===== src/design/lcdns_pkg.sv =====
// Shared types, constants and the nibble step decoder for the character LCD sequencer.
`timescale 1ns / 1ps

package lcdns_pkg;

    // Request codes as they arrive in the mode field.
    localparam logic [2:0] MODE_INIT       = 3'd0;
    localparam logic [2:0] MODE_CLEAR      = 3'd1;
    localparam logic [2:0] MODE_CHAR       = 3'd2;
    localparam logic [2:0] MODE_STR_BEGIN  = 3'd3;
    localparam logic [2:0] MODE_STR_CHAR   = 3'd4;
    localparam logic [2:0] MODE_STR_END    = 3'd5;

    // Configuration register indexes and reset values.
    localparam int          CFG_INDEX_W      = 2;
    localparam int          CFG_DATA_W       = 16;
    localparam logic [1:0]  CFG_SHORT_WAIT   = 2'd0;
    localparam logic [1:0]  CFG_CLEAR_WAIT   = 2'd1;
    localparam logic [1:0]  CFG_POWER_UP     = 2'd2;
    localparam logic [7:0]  SHORT_WAIT_RST   = 8'd3;
    localparam logic [13:0] CLEAR_WAIT_RST   = 14'd2000;
    localparam logic [15:0] POWER_UP_RST     = 16'd15000;

    // Fixed waits of the wake-up sequence.
    localparam logic [15:0] INIT_WAIT2_US    = 16'd5000;
    localparam logic [15:0] INIT_WAIT3_US    = 16'd2000;

    // Display command bytes and raw wake-up nibbles.
    localparam logic [7:0]  CMD_CLEAR        = 8'h01;
    localparam logic [7:0]  CMD_FUNC_SET     = 8'h28;
    localparam logic [7:0]  CMD_DISPLAY_OFF  = 8'h08;
    localparam logic [7:0]  CMD_ENTRY_MODE   = 8'h06;
    localparam logic [7:0]  CMD_DISPLAY_ON   = 8'h0C;
    localparam logic [7:0]  CMD_SET_ADDR     = 8'h80;
    localparam logic [3:0]  WAKE_NIBBLE      = 4'h3;
    localparam logic [3:0]  FOUR_BIT_NIBBLE  = 4'h2;

    // Nibble counts per request.
    localparam int INIT_RAW_NIBBLES = 3;
    localparam int INIT_LEN         = 15;
    localparam int CLEAR_LEN        = 4;
    localparam int CHAR_LEN         = 6;
    localparam int STR_BEGIN_LEN    = 6;
    localparam int STR_CHAR_LEN     = 2;
    localparam int STR_END_LEN      = 2;
    localparam int MAX_LEN          = INIT_LEN;
    localparam int STEP_W           = $clog2(MAX_LEN);

    localparam int QUEUE_DEPTH      = 2;

    typedef enum logic [2:0] {
        REQ_INIT,
        REQ_CLEAR,
        REQ_CHAR,
        REQ_STR_BEGIN,
        REQ_STR_CHAR,
        REQ_STR_END
    } t_req_kind;

    typedef enum logic [2:0] {
        SETTLE_SHORT,
        SETTLE_AFTER_CLEAR,
        SETTLE_POWER_UP,
        SETTLE_INIT_5MS,
        SETTLE_INIT_2MS
    } t_settle_sel;

    typedef struct packed {
        t_req_kind  kind;
        logic [7:0] char_code;
        logic [6:0] address;
    } t_entry;

    typedef struct packed {
        logic   valid;
        t_entry entry;
    } t_push;

    typedef struct packed {
        logic [7:0]  short_wait_us;
        logic [13:0] clear_wait_us;
        logic [15:0] power_up_wait_us;
    } t_cfg;

    typedef struct packed {
        logic [3:0]  nibble;
        logic        reg_select;
        t_settle_sel settle;
        logic        last;
    } t_nib;

    typedef struct packed {
        logic              mid_request;
        logic [STEP_W-1:0] step;
    } t_back_status;

    // Works out one nibble of a request from its position in the sequence.
    function automatic t_nib step_decode(t_entry e, logic [STEP_W-1:0] step);
        t_nib              r;
        logic [7:0]        b;
        logic              hi;
        logic [STEP_W-1:0] bs;
        logic [2:0]        bi;
        t_settle_sel       fs;
        logic              rs;
        logic [STEP_W-1:0] final_step;
        b          = CMD_SET_ADDR;
        fs         = SETTLE_SHORT;
        rs         = 1'b0;
        final_step = STEP_W'(STR_END_LEN - 1);
        if (e.kind == REQ_INIT) begin
            bs = step - STEP_W'(INIT_RAW_NIBBLES);
        end else begin
            bs = step;
        end
        bi = 3'(bs >> 1);
        hi = !bs[0];
        unique case (e.kind)
            REQ_INIT: begin
                final_step = STEP_W'(INIT_LEN - 1);
                case (bi)
                    3'd0: begin
                        b  = CMD_CLEAR;
                        fs = SETTLE_INIT_2MS;
                    end
                    3'd1: begin
                        b  = CMD_FUNC_SET;
                        fs = SETTLE_AFTER_CLEAR;
                    end
                    3'd2: b = CMD_DISPLAY_OFF;
                    3'd3: b = CMD_ENTRY_MODE;
                    3'd4: b = CMD_CLEAR;
                    default: begin
                        b  = CMD_DISPLAY_ON;
                        fs = SETTLE_AFTER_CLEAR;
                    end
                endcase
            end
            REQ_CLEAR: begin
                final_step = STEP_W'(CLEAR_LEN - 1);
                if (bi == 3'd0) begin
                    b = CMD_CLEAR;
                end else begin
                    b  = CMD_DISPLAY_ON;
                    fs = SETTLE_AFTER_CLEAR;
                end
            end
            REQ_CHAR: begin
                final_step = STEP_W'(CHAR_LEN - 1);
                case (bi)
                    3'd0: b = CMD_SET_ADDR | {1'b0, e.address};
                    3'd1: begin
                        b  = e.char_code;
                        rs = 1'b1;
                    end
                    default: b = CMD_SET_ADDR;
                endcase
            end
            REQ_STR_BEGIN: begin
                final_step = STEP_W'(STR_BEGIN_LEN - 1);
                case (bi)
                    3'd0:    b = CMD_FUNC_SET;
                    3'd1:    b = CMD_SET_ADDR | {1'b0, e.address};
                    default: b = CMD_DISPLAY_ON;
                endcase
            end
            REQ_STR_CHAR: begin
                final_step = STEP_W'(STR_CHAR_LEN - 1);
                b          = e.char_code;
                rs         = 1'b1;
            end
            default: begin
                final_step = STEP_W'(STR_END_LEN - 1);
                b          = CMD_SET_ADDR;
            end
        endcase
        r.nibble     = hi ? b[7:4] : b[3:0];
        r.settle     = hi ? fs : SETTLE_SHORT;
        r.reg_select = rs;
        // The wake-up nibbles at the head of init are not halves of a byte.
        if ((e.kind == REQ_INIT) && (step < STEP_W'(INIT_RAW_NIBBLES))) begin
            r.reg_select = 1'b0;
            if (step == STEP_W'(0)) begin
                r.nibble = WAKE_NIBBLE;
                r.settle = SETTLE_POWER_UP;
            end else if (step == STEP_W'(1)) begin
                r.nibble = WAKE_NIBBLE;
                r.settle = SETTLE_INIT_5MS;
            end else begin
                r.nibble = FOUR_BIT_NIBBLE;
                r.settle = SETTLE_INIT_2MS;
            end
        end
        r.last = (step == final_step);
        return r;
    endfunction

endpackage


===== src/design/lcdns_front.sv =====
// Input side: takes request transfers, classifies the mode and drops unknown codes.
`timescale 1ns / 1ps

module lcdns_front (
    input  logic                s_axis_tvalid,
    output logic                s_axis_tready,
    input  logic [2:0]          i_mode,
    input  logic [7:0]          i_char_code,
    input  logic [6:0]          i_address,
    input  logic                i_queue_full,
    output lcdns_pkg::t_push    o_push
);

    logic                 known;
    lcdns_pkg::t_req_kind kind;

    always_comb begin
        known = 1'b1;
        kind  = lcdns_pkg::REQ_STR_END;
        unique case (i_mode)
            lcdns_pkg::MODE_INIT:      kind = lcdns_pkg::REQ_INIT;
            lcdns_pkg::MODE_CLEAR:     kind = lcdns_pkg::REQ_CLEAR;
            lcdns_pkg::MODE_CHAR:      kind = lcdns_pkg::REQ_CHAR;
            lcdns_pkg::MODE_STR_BEGIN: kind = lcdns_pkg::REQ_STR_BEGIN;
            lcdns_pkg::MODE_STR_CHAR:  kind = lcdns_pkg::REQ_STR_CHAR;
            lcdns_pkg::MODE_STR_END:   kind = lcdns_pkg::REQ_STR_END;
            default:                   known = 1'b0;
        endcase
    end

    // Unknown codes are still taken, they simply never reach the queue.
    assign s_axis_tready             = !i_queue_full;
    assign o_push.valid              = s_axis_tvalid && !i_queue_full && known;
    assign o_push.entry.kind         = kind;
    assign o_push.entry.char_code    = i_char_code;
    assign o_push.entry.address      = i_address;

endmodule


===== src/design/lcdns_queue.sv =====
// Small request queue between the front and back sides.
`timescale 1ns / 1ps

module lcdns_queue #(
    parameter int DEPTH = lcdns_pkg::QUEUE_DEPTH
) (
    input  logic                i_clk,
    input  logic                i_rst_n,
    input  lcdns_pkg::t_push    i_push,
    input  logic                i_pop,
    output logic                o_full,
    output logic                o_empty,
    output lcdns_pkg::t_entry   o_head
);

    localparam int PTR_W = (DEPTH > 1) ? $clog2(DEPTH) : 1;
    localparam int CNT_W = $clog2(DEPTH + 1);

    lcdns_pkg::t_entry r_mem [DEPTH];
    logic [PTR_W-1:0]  r_wr_ptr, n_wr_ptr;
    logic [PTR_W-1:0]  r_rd_ptr, n_rd_ptr;
    logic [CNT_W-1:0]  r_count, n_count;

    always_comb begin
        n_wr_ptr = r_wr_ptr;
        n_rd_ptr = r_rd_ptr;
        n_count  = r_count;
        if (i_push.valid) begin
            n_wr_ptr = (r_wr_ptr == PTR_W'(DEPTH - 1)) ? '0 : r_wr_ptr + 1'b1;
        end
        if (i_pop) begin
            n_rd_ptr = (r_rd_ptr == PTR_W'(DEPTH - 1)) ? '0 : r_rd_ptr + 1'b1;
        end
        if (i_push.valid && !i_pop) begin
            n_count = r_count + 1'b1;
        end else if (!i_push.valid && i_pop) begin
            n_count = r_count - 1'b1;
        end
    end

    always_ff @(posedge i_clk) begin
        if (!i_rst_n) begin
            r_wr_ptr <= '0;
            r_rd_ptr <= '0;
            r_count  <= '0;
        end else begin
            r_wr_ptr <= n_wr_ptr;
            r_rd_ptr <= n_rd_ptr;
            r_count  <= n_count;
        end
    end

    always_ff @(posedge i_clk) begin
        if (i_push.valid) begin
            r_mem[r_wr_ptr] <= i_push.entry;
        end
    end

    assign o_full  = (r_count == CNT_W'(DEPTH));
    assign o_empty = (r_count == '0);
    assign o_head  = r_mem[r_rd_ptr];

endmodule


===== src/design/lcdns_back.sv =====
// Output side: steps through the nibbles of the head request into an output register.
`timescale 1ns / 1ps

module lcdns_back (
    input  logic                     i_clk,
    input  logic                     i_rst_n,
    input  lcdns_pkg::t_cfg          i_cfg,
    input  logic                     i_head_valid,
    input  lcdns_pkg::t_entry        i_head,
    output logic                     o_pop,
    output lcdns_pkg::t_back_status  o_status,
    output logic                     m_axis_tvalid,
    input  logic                     m_axis_tready,
    output logic [3:0]               o_nibble,
    output logic                     o_reg_select,
    output logic [15:0]              o_settle_us,
    output logic                     o_last
);

    logic [lcdns_pkg::STEP_W-1:0] r_step, n_step;
    logic                         r_out_valid, n_out_valid;
    logic                         advance;
    lcdns_pkg::t_nib              nib;
    logic [15:0]                  settle;
    logic [3:0]                   r_nibble;
    logic                         r_reg_select;
    logic [15:0]                  r_settle_us;
    logic                         r_last;

    assign nib     = lcdns_pkg::step_decode(i_head, r_step);
    assign advance = i_head_valid && (!r_out_valid || m_axis_tready);
    assign o_pop   = advance && nib.last;

    always_comb begin
        unique case (nib.settle)
            lcdns_pkg::SETTLE_SHORT:       settle = {8'd0, i_cfg.short_wait_us};
            lcdns_pkg::SETTLE_AFTER_CLEAR: settle = {8'd0, i_cfg.short_wait_us}
                                                  + {2'd0, i_cfg.clear_wait_us};
            lcdns_pkg::SETTLE_POWER_UP:    settle = i_cfg.power_up_wait_us;
            lcdns_pkg::SETTLE_INIT_5MS:    settle = lcdns_pkg::INIT_WAIT2_US;
            lcdns_pkg::SETTLE_INIT_2MS:    settle = lcdns_pkg::INIT_WAIT3_US;
            default:                       settle = {8'd0, i_cfg.short_wait_us};
        endcase
    end

    always_comb begin
        n_step      = r_step;
        n_out_valid = r_out_valid;
        if (advance) begin
            n_step      = nib.last ? '0 : r_step + 1'b1;
            n_out_valid = 1'b1;
        end else if (m_axis_tready) begin
            n_out_valid = 1'b0;
        end
    end

    always_ff @(posedge i_clk) begin
        if (!i_rst_n) begin
            r_step      <= '0;
            r_out_valid <= 1'b0;
        end else begin
            r_step      <= n_step;
            r_out_valid <= n_out_valid;
        end
    end

    always_ff @(posedge i_clk) begin
        if (advance) begin
            r_nibble     <= nib.nibble;
            r_reg_select <= nib.reg_select;
            r_settle_us  <= settle;
            r_last       <= nib.last;
        end
    end

    assign o_status.mid_request = (r_step != '0);
    assign o_status.step        = r_step;
    assign m_axis_tvalid        = r_out_valid;
    assign o_nibble             = r_nibble;
    assign o_reg_select         = r_reg_select;
    assign o_settle_us          = r_settle_us;
    assign o_last               = r_last;

endmodule


===== src/design/char_lcd_nibble_sequencer.sv =====
// Top level of the character LCD four-bit nibble sequencer.
`timescale 1ns / 1ps

// Channel    Direction  Transfer moves
// s_axis     in         one display request: mode, character byte, address
// m_axis     out        one nibble write: nibble, settle time, register select, last flag
// i_cfg_*    in         one register write: short, clear and power-up waits
//
// Each request becomes 2 to 15 nibble transfers on m_axis, one per cycle while the
// output is taken; init gives 15, clear 4, character and string begin 6, the others 2.
// That figure is set by the back sequencer, which issues one nibble of the head request
// per cycle while the output is taken. Unknown modes are taken and give no transfer.
// A two-entry request queue sits between the front and back, so new requests are
// accepted while a nibble waits in the output register; s_axis_tready falls only when
// the queue is full. Reset is synchronous and active low; it empties the queue, clears
// the output register's valid flag and loads the register reset values.

module char_lcd_nibble_sequencer #(
    parameter int QUEUE_DEPTH = lcdns_pkg::QUEUE_DEPTH
) (
    input  logic                              i_clk,
    input  logic                              i_rst_n,
    // Configuration write port
    input  logic                              i_cfg_we,
    input  logic [lcdns_pkg::CFG_INDEX_W-1:0] i_cfg_index,
    input  logic [lcdns_pkg::CFG_DATA_W-1:0]  i_cfg_wdata,
    // Request stream
    input  logic                              s_axis_tvalid,
    output logic                              s_axis_tready,
    input  logic [23:0]                       s_axis_tdata,  // mode[2:0], char_code[10:3],
                                                             // address[17:11], zero fill
    // Nibble stream
    output logic                              m_axis_tvalid,
    input  logic                              m_axis_tready,
    output logic [23:0]                       m_axis_tdata,  // nibble[3:0], settle_us[19:4],
                                                             // zero fill
    output logic                              m_axis_tuser,  // reg_select
    output logic                              m_axis_tlast   // last
);

    lcdns_pkg::t_cfg          r_cfg;
    lcdns_pkg::t_push         push;
    lcdns_pkg::t_entry        head;
    lcdns_pkg::t_back_status  back_status;
    logic                     queue_full;
    logic                     queue_empty;
    logic                     pop;
    logic [3:0]               nibble;
    logic [15:0]              settle_us;

    // Configuration registers. Writes come only while the block is idle, so the back side
    // reads them directly; the user is bound to this, the block itself does not enforce it.
    always_ff @(posedge i_clk) begin
        if (!i_rst_n) begin
            r_cfg.short_wait_us    <= lcdns_pkg::SHORT_WAIT_RST;
            r_cfg.clear_wait_us    <= lcdns_pkg::CLEAR_WAIT_RST;
            r_cfg.power_up_wait_us <= lcdns_pkg::POWER_UP_RST;
        end else if (i_cfg_we) begin
            case (i_cfg_index)
                lcdns_pkg::CFG_SHORT_WAIT: r_cfg.short_wait_us    <= i_cfg_wdata[7:0];
                lcdns_pkg::CFG_CLEAR_WAIT: r_cfg.clear_wait_us    <= i_cfg_wdata[13:0];
                lcdns_pkg::CFG_POWER_UP:   r_cfg.power_up_wait_us <= i_cfg_wdata;
                default: ;
            endcase
        end
    end

    lcdns_front u_front (
        .s_axis_tvalid (s_axis_tvalid),
        .s_axis_tready (s_axis_tready),
        .i_mode        (s_axis_tdata[2:0]),
        .i_char_code   (s_axis_tdata[10:3]),
        .i_address     (s_axis_tdata[17:11]),
        .i_queue_full  (queue_full),
        .o_push        (push)
    );

    lcdns_queue #(
        .DEPTH (QUEUE_DEPTH)
    ) u_queue (
        .i_clk   (i_clk),
        .i_rst_n (i_rst_n),
        .i_push  (push),
        .i_pop   (pop),
        .o_full  (queue_full),
        .o_empty (queue_empty),
        .o_head  (head)
    );

    lcdns_back u_back (
        .i_clk         (i_clk),
        .i_rst_n       (i_rst_n),
        .i_cfg         (r_cfg),
        .i_head_valid  (!queue_empty),
        .i_head        (head),
        .o_pop         (pop),
        .o_status      (back_status),
        .m_axis_tvalid (m_axis_tvalid),
        .m_axis_tready (m_axis_tready),
        .o_nibble      (nibble),
        .o_reg_select  (m_axis_tuser),
        .o_settle_us   (settle_us),
        .o_last        (m_axis_tlast)
    );

    assign m_axis_tdata = {4'd0, settle_us, nibble};

    // The sequencer is only part-way through a request while that request heads the queue.
    assert property (@(posedge i_clk) disable iff (!i_rst_n)
        back_status.mid_request |-> !queue_empty)
        else $error("back side mid-request with an empty queue");

    // The queue can never report full and empty together.
    assert property (@(posedge i_clk) disable iff (!i_rst_n)
        !(queue_full && queue_empty))
        else $error("queue reports full and empty at once");

    // A request that enters the queue is there on the next cycle.
    assert property (@(posedge i_clk) disable iff (!i_rst_n)
        push.valid |=> !queue_empty)
        else $error("pushed request missing from the queue");

    // A pop happens only on the final nibble, after which the step count restarts.
    assert property (@(posedge i_clk) disable iff (!i_rst_n)
        pop |=> !back_status.mid_request)
        else $error("step count not restarted after the final nibble");

    // The step count never runs past the longest request.
    assert property (@(posedge i_clk) disable iff (!i_rst_n)
        int'(back_status.step) < lcdns_pkg::MAX_LEN)
        else $error("step count beyond the longest request");

endmodule

===== config.mk =====
export PLATFORM = sky130hd
export DESIGN_NAME = char_lcd_nibble_sequencer
export DESIGN_NICKNAME = d
export VERILOG_FILES = /design/src/design/lcdns_pkg.sv /design/src/design/lcdns_front.sv /design/src/design/lcdns_queue.sv /design/src/design/lcdns_back.sv /design/src/design/char_lcd_nibble_sequencer.sv
export SDC_FILE = /design/constraint.sdc
export NUM_CORES = 1
export LEC_CHECK = 0
export BUFFER_PORTS_ARGS = -buffer_cell sky130_fd_sc_hd__buf_2
export CAP_MARGIN = 10
export CORE_ASPECT_RATIO = 0.9
export CORE_MARGIN = 3
export CORE_UTILIZATION = 30
export CTS_CLUSTER_SIZE = 40
export DETAILED_ROUTE_END_ITERATION = 10
export SLEW_MARGIN = 10
export SYNTH_ARGS = -nofsm -noshare
export SYNTH_HDL_FRONTEND = slang
export SYNTH_SLANG_ARGS = --single-unit

===== constraint.sdc =====
create_clock -name i_clk -period 6 [get_ports i_clk]
set_input_delay 0.9 -clock i_clk [delete_from_list [all_inputs] [get_ports i_clk]]
set_output_delay 0.9 -clock i_clk [all_outputs]
set_load 0.03 [all_outputs]

==> impl_metrics.ini <==
[status]
outcome = complete, no violations

[pwr]
finalPower_mw = 2.21
vdd_drop_max_uv = 146
power.density_nw_per_um2 = 359
leakagePower_nw = 2.32

[clock_tree]
cts_root_buffer = clkbuf_16
path_clk_slew_ps = 70
cts_buffer_depth = 2
holdBufCountCts = 0
htree_levels = 3
cts_sinks = 106
clkLatencyLatePin_ps = 350
postCtsResizedCells = 0
cts_tree = done
cts_setup_buffers = 0
numCtsBuffers = 9

[detailed_routing]
ant_nets = 0
drc = 0
vias = 4041
drt-pass1-iter-count = 5
vias_per_cell = 4.95
drt_iter0_drc = 309
drt-total-wl_um = 12600
wl_per_cell_um = 15.4

[worst_setup_path]
crit_fanout = 26
endpoint_kind = flip-flop
path_class = flip-flop to flip-flop
cp-start-kind = flip-flop
cp.arrival_ps = 3480
cpPeakStageDelay_ps = 810
cp_slowest_cell = and2_0
timing.critical_path.cells = buf_4, or4b_4, a2111oi_4, and2_0, nor2b_1, a221oi_1, o21ai_0
path_delay_family = simple AND/OR/NAND/NOR gates
required_ps = 6060
timing.critical_path.buf_inv = 1

[placement]
gp_congestion = 0.815
port_buffers = 64
post-dp-hpwl_um = 9200
place_inst = 801

[timing]
worstMarginPinSlew_ps = 1020
final_hold_viol_count = 0
maxSlewViolCount = 0
fmax_mhz = 293
skew_ps = 7.44
fin_tns_setup_ps = 0
rsz0062_at_grt = no
period_needed_ps = 3410
relSlewSlack_pct = 30.3
setup_viol = 0
fin_crit_sh_pct = 56.9

[die]
rows = 45
ios = 75
core_area_um2 = 17200
start_util_pct = 31.2
dieArea_um2 = 19500
die_w_um = 147
die_h_um = 133

[final_layout]
layout.nets = 637
n_antenna_cell = 0
fin_cells = 817
fill_cells = 1723
areaGrowthSynthToFinish_pct = 14.8
layout_commonest_cell = nand2_1
drive_gt1_share_pct = 17.9
utilization_pct = 35.9
final_cell_mix = nand2_1, buf_2, edfxtp_1
multi_input_area_um2 = 2490
register_area_um2 = 2700

[synthesis]
synth_top_area_share_pct = 32.5
synth_top_area_cell = edfxtp_1
synth_cell_type_count = 67
synth_edf_count = 58
synth_area_per_cell_um2 = 10.2
postSynth.asyncResetShare_pct = 0
yosysWarningCount = 0
synth_top_flop_cell = edfxtp_1
yosys_register_bits = 106
synth.cell_area_um2 = 5370
netlist_instances = 527
synth_area_leaders = edfxtp_1, dfxtp_1, nand2_1, mux2i_1, ha_1
ys_seq_area_share_pct = 50.4

[run]
drv_cap = 0

[global_route]
grt-ovfl-total = 0
antenna_found_initial = 0
grt_pass1_vias = 3842
grt_pass1_wl_um = 20100
grt_use_total_pct = 12.8
grt_max_degree = 46

[hold_path]
hold_path.class = flip-flop to flip-flop
## cells by family after synthesis
group / count (synthesis) / synth area share, %
flip-flops: 106 / 50.4
adder cells (fa/ha/maj): 13 / 3.17
other: 1 / 0.0699
buffers and inverters: 40 / 3.45
multiplexers: 29 / 5.60
XOR/XNOR: 20 / 3.26
AO/OA/AOI/OAI: 116 / 16.1
AND/OR/NAND/NOR: 202 / 18.0
## final cells by class
| type | count | share of cell area, % |
|---|---|---|
| Sequential cell | 106 | 43.9 |
| Multi-Input combinational cell | 384 | 40.4 |
| Timing Repair Buffer | 68 | 5.69 |
| Tap cell | 235 | 4.77 |
| Clock buffer | 12 | 4.35 |
| Inverter | 8 | 0.488 |
| Clock inverter | 4 | 0.386 |
## worst min-delay path, cell delays in order (launching register included)
cell and delay, ps:
dfxtp_1 310, nand2_1 40, a21boi_0 70
## state kept, by name, summed over array words and instances, names as in the netlist, named ones only
| register | count |
|---|---|
| u_back.r_step | 4 |
| u_queue.r_wr_ptr | 1 |
| u_queue.r_rd_ptr | 1 |
| r_cfg | 38 |
| u_back.o_reg_select | 1 |
| u_queue.r_mem | 36 |
| u_back.o_nibble | 4 |
| u_queue.r_count | 2 |
| u_back.m_axis_tvalid | 1 |
| u_back.o_last | 1 |
| u_back.o_settle_us | 16 |
## metrics by stage
stage / hold slack (ps) / area [µm²] / worst slack [ps]
floorplan: 439 / 5380 / 2580
global placement: 452 / 5870 / 2620
detailed placement: 459 / 5870 / 2590
CTS: 470 / 6160 / 2580
global route: 488 / 6160 / 2330
finish: 467 / 6160 / 2590
## per-layer routing
metal | up-vias | wire (µm) | track usage, %
met3 | 15 | 594 | 2.74
met2 | 102 | 5840 | 20.0
met4 | 0 | 216 | 4.61
li1 | 1994 | - | -
met5 | - | 0 | 0
met1 | 1930 | 5910 | 17.5
## final timing paths
check                           startpoint                    end  slack (ps)  cells after the start
worst max-delay path             flip-flop  u_back.o_settle_us[7]        2590                      7
worst min-delay path             r_cfg[15]              r_cfg[15]         470                      2
worst max register to register   flip-flop  u_back.o_settle_us[7]        2590                      7
worst min register to register   r_cfg[15]              r_cfg[15]         470                      2
## power breakdown
part           switching [mW]  leakage (nW)  internal (mW)
Clock                   0.256         0.149          0.317
Combinational           0.460          1.24          0.225
Sequential             0.0560         0.937          0.895
## synth_stat cells (6+ instances only)
master / count
edfxtp_1: 58
nor2_1: 31
nand2b_1: 7
ha_1: 12
mux2_2: 8
nor2b_1: 12
and3_1: 7
nand2_1: 90
o22ai_1: 6
xor2_1: 6
clkbuf_1: 19
dfxtp_1: 48
and2_1: 6
a21oi_1: 19
mux2i_1: 21
xnor2_1: 14
a211oi_1: 6
nand3_1: 21
a21boi_0: 19
o21ai_0: 20
inv_1: 8
(Power assumes the default switching activity.)
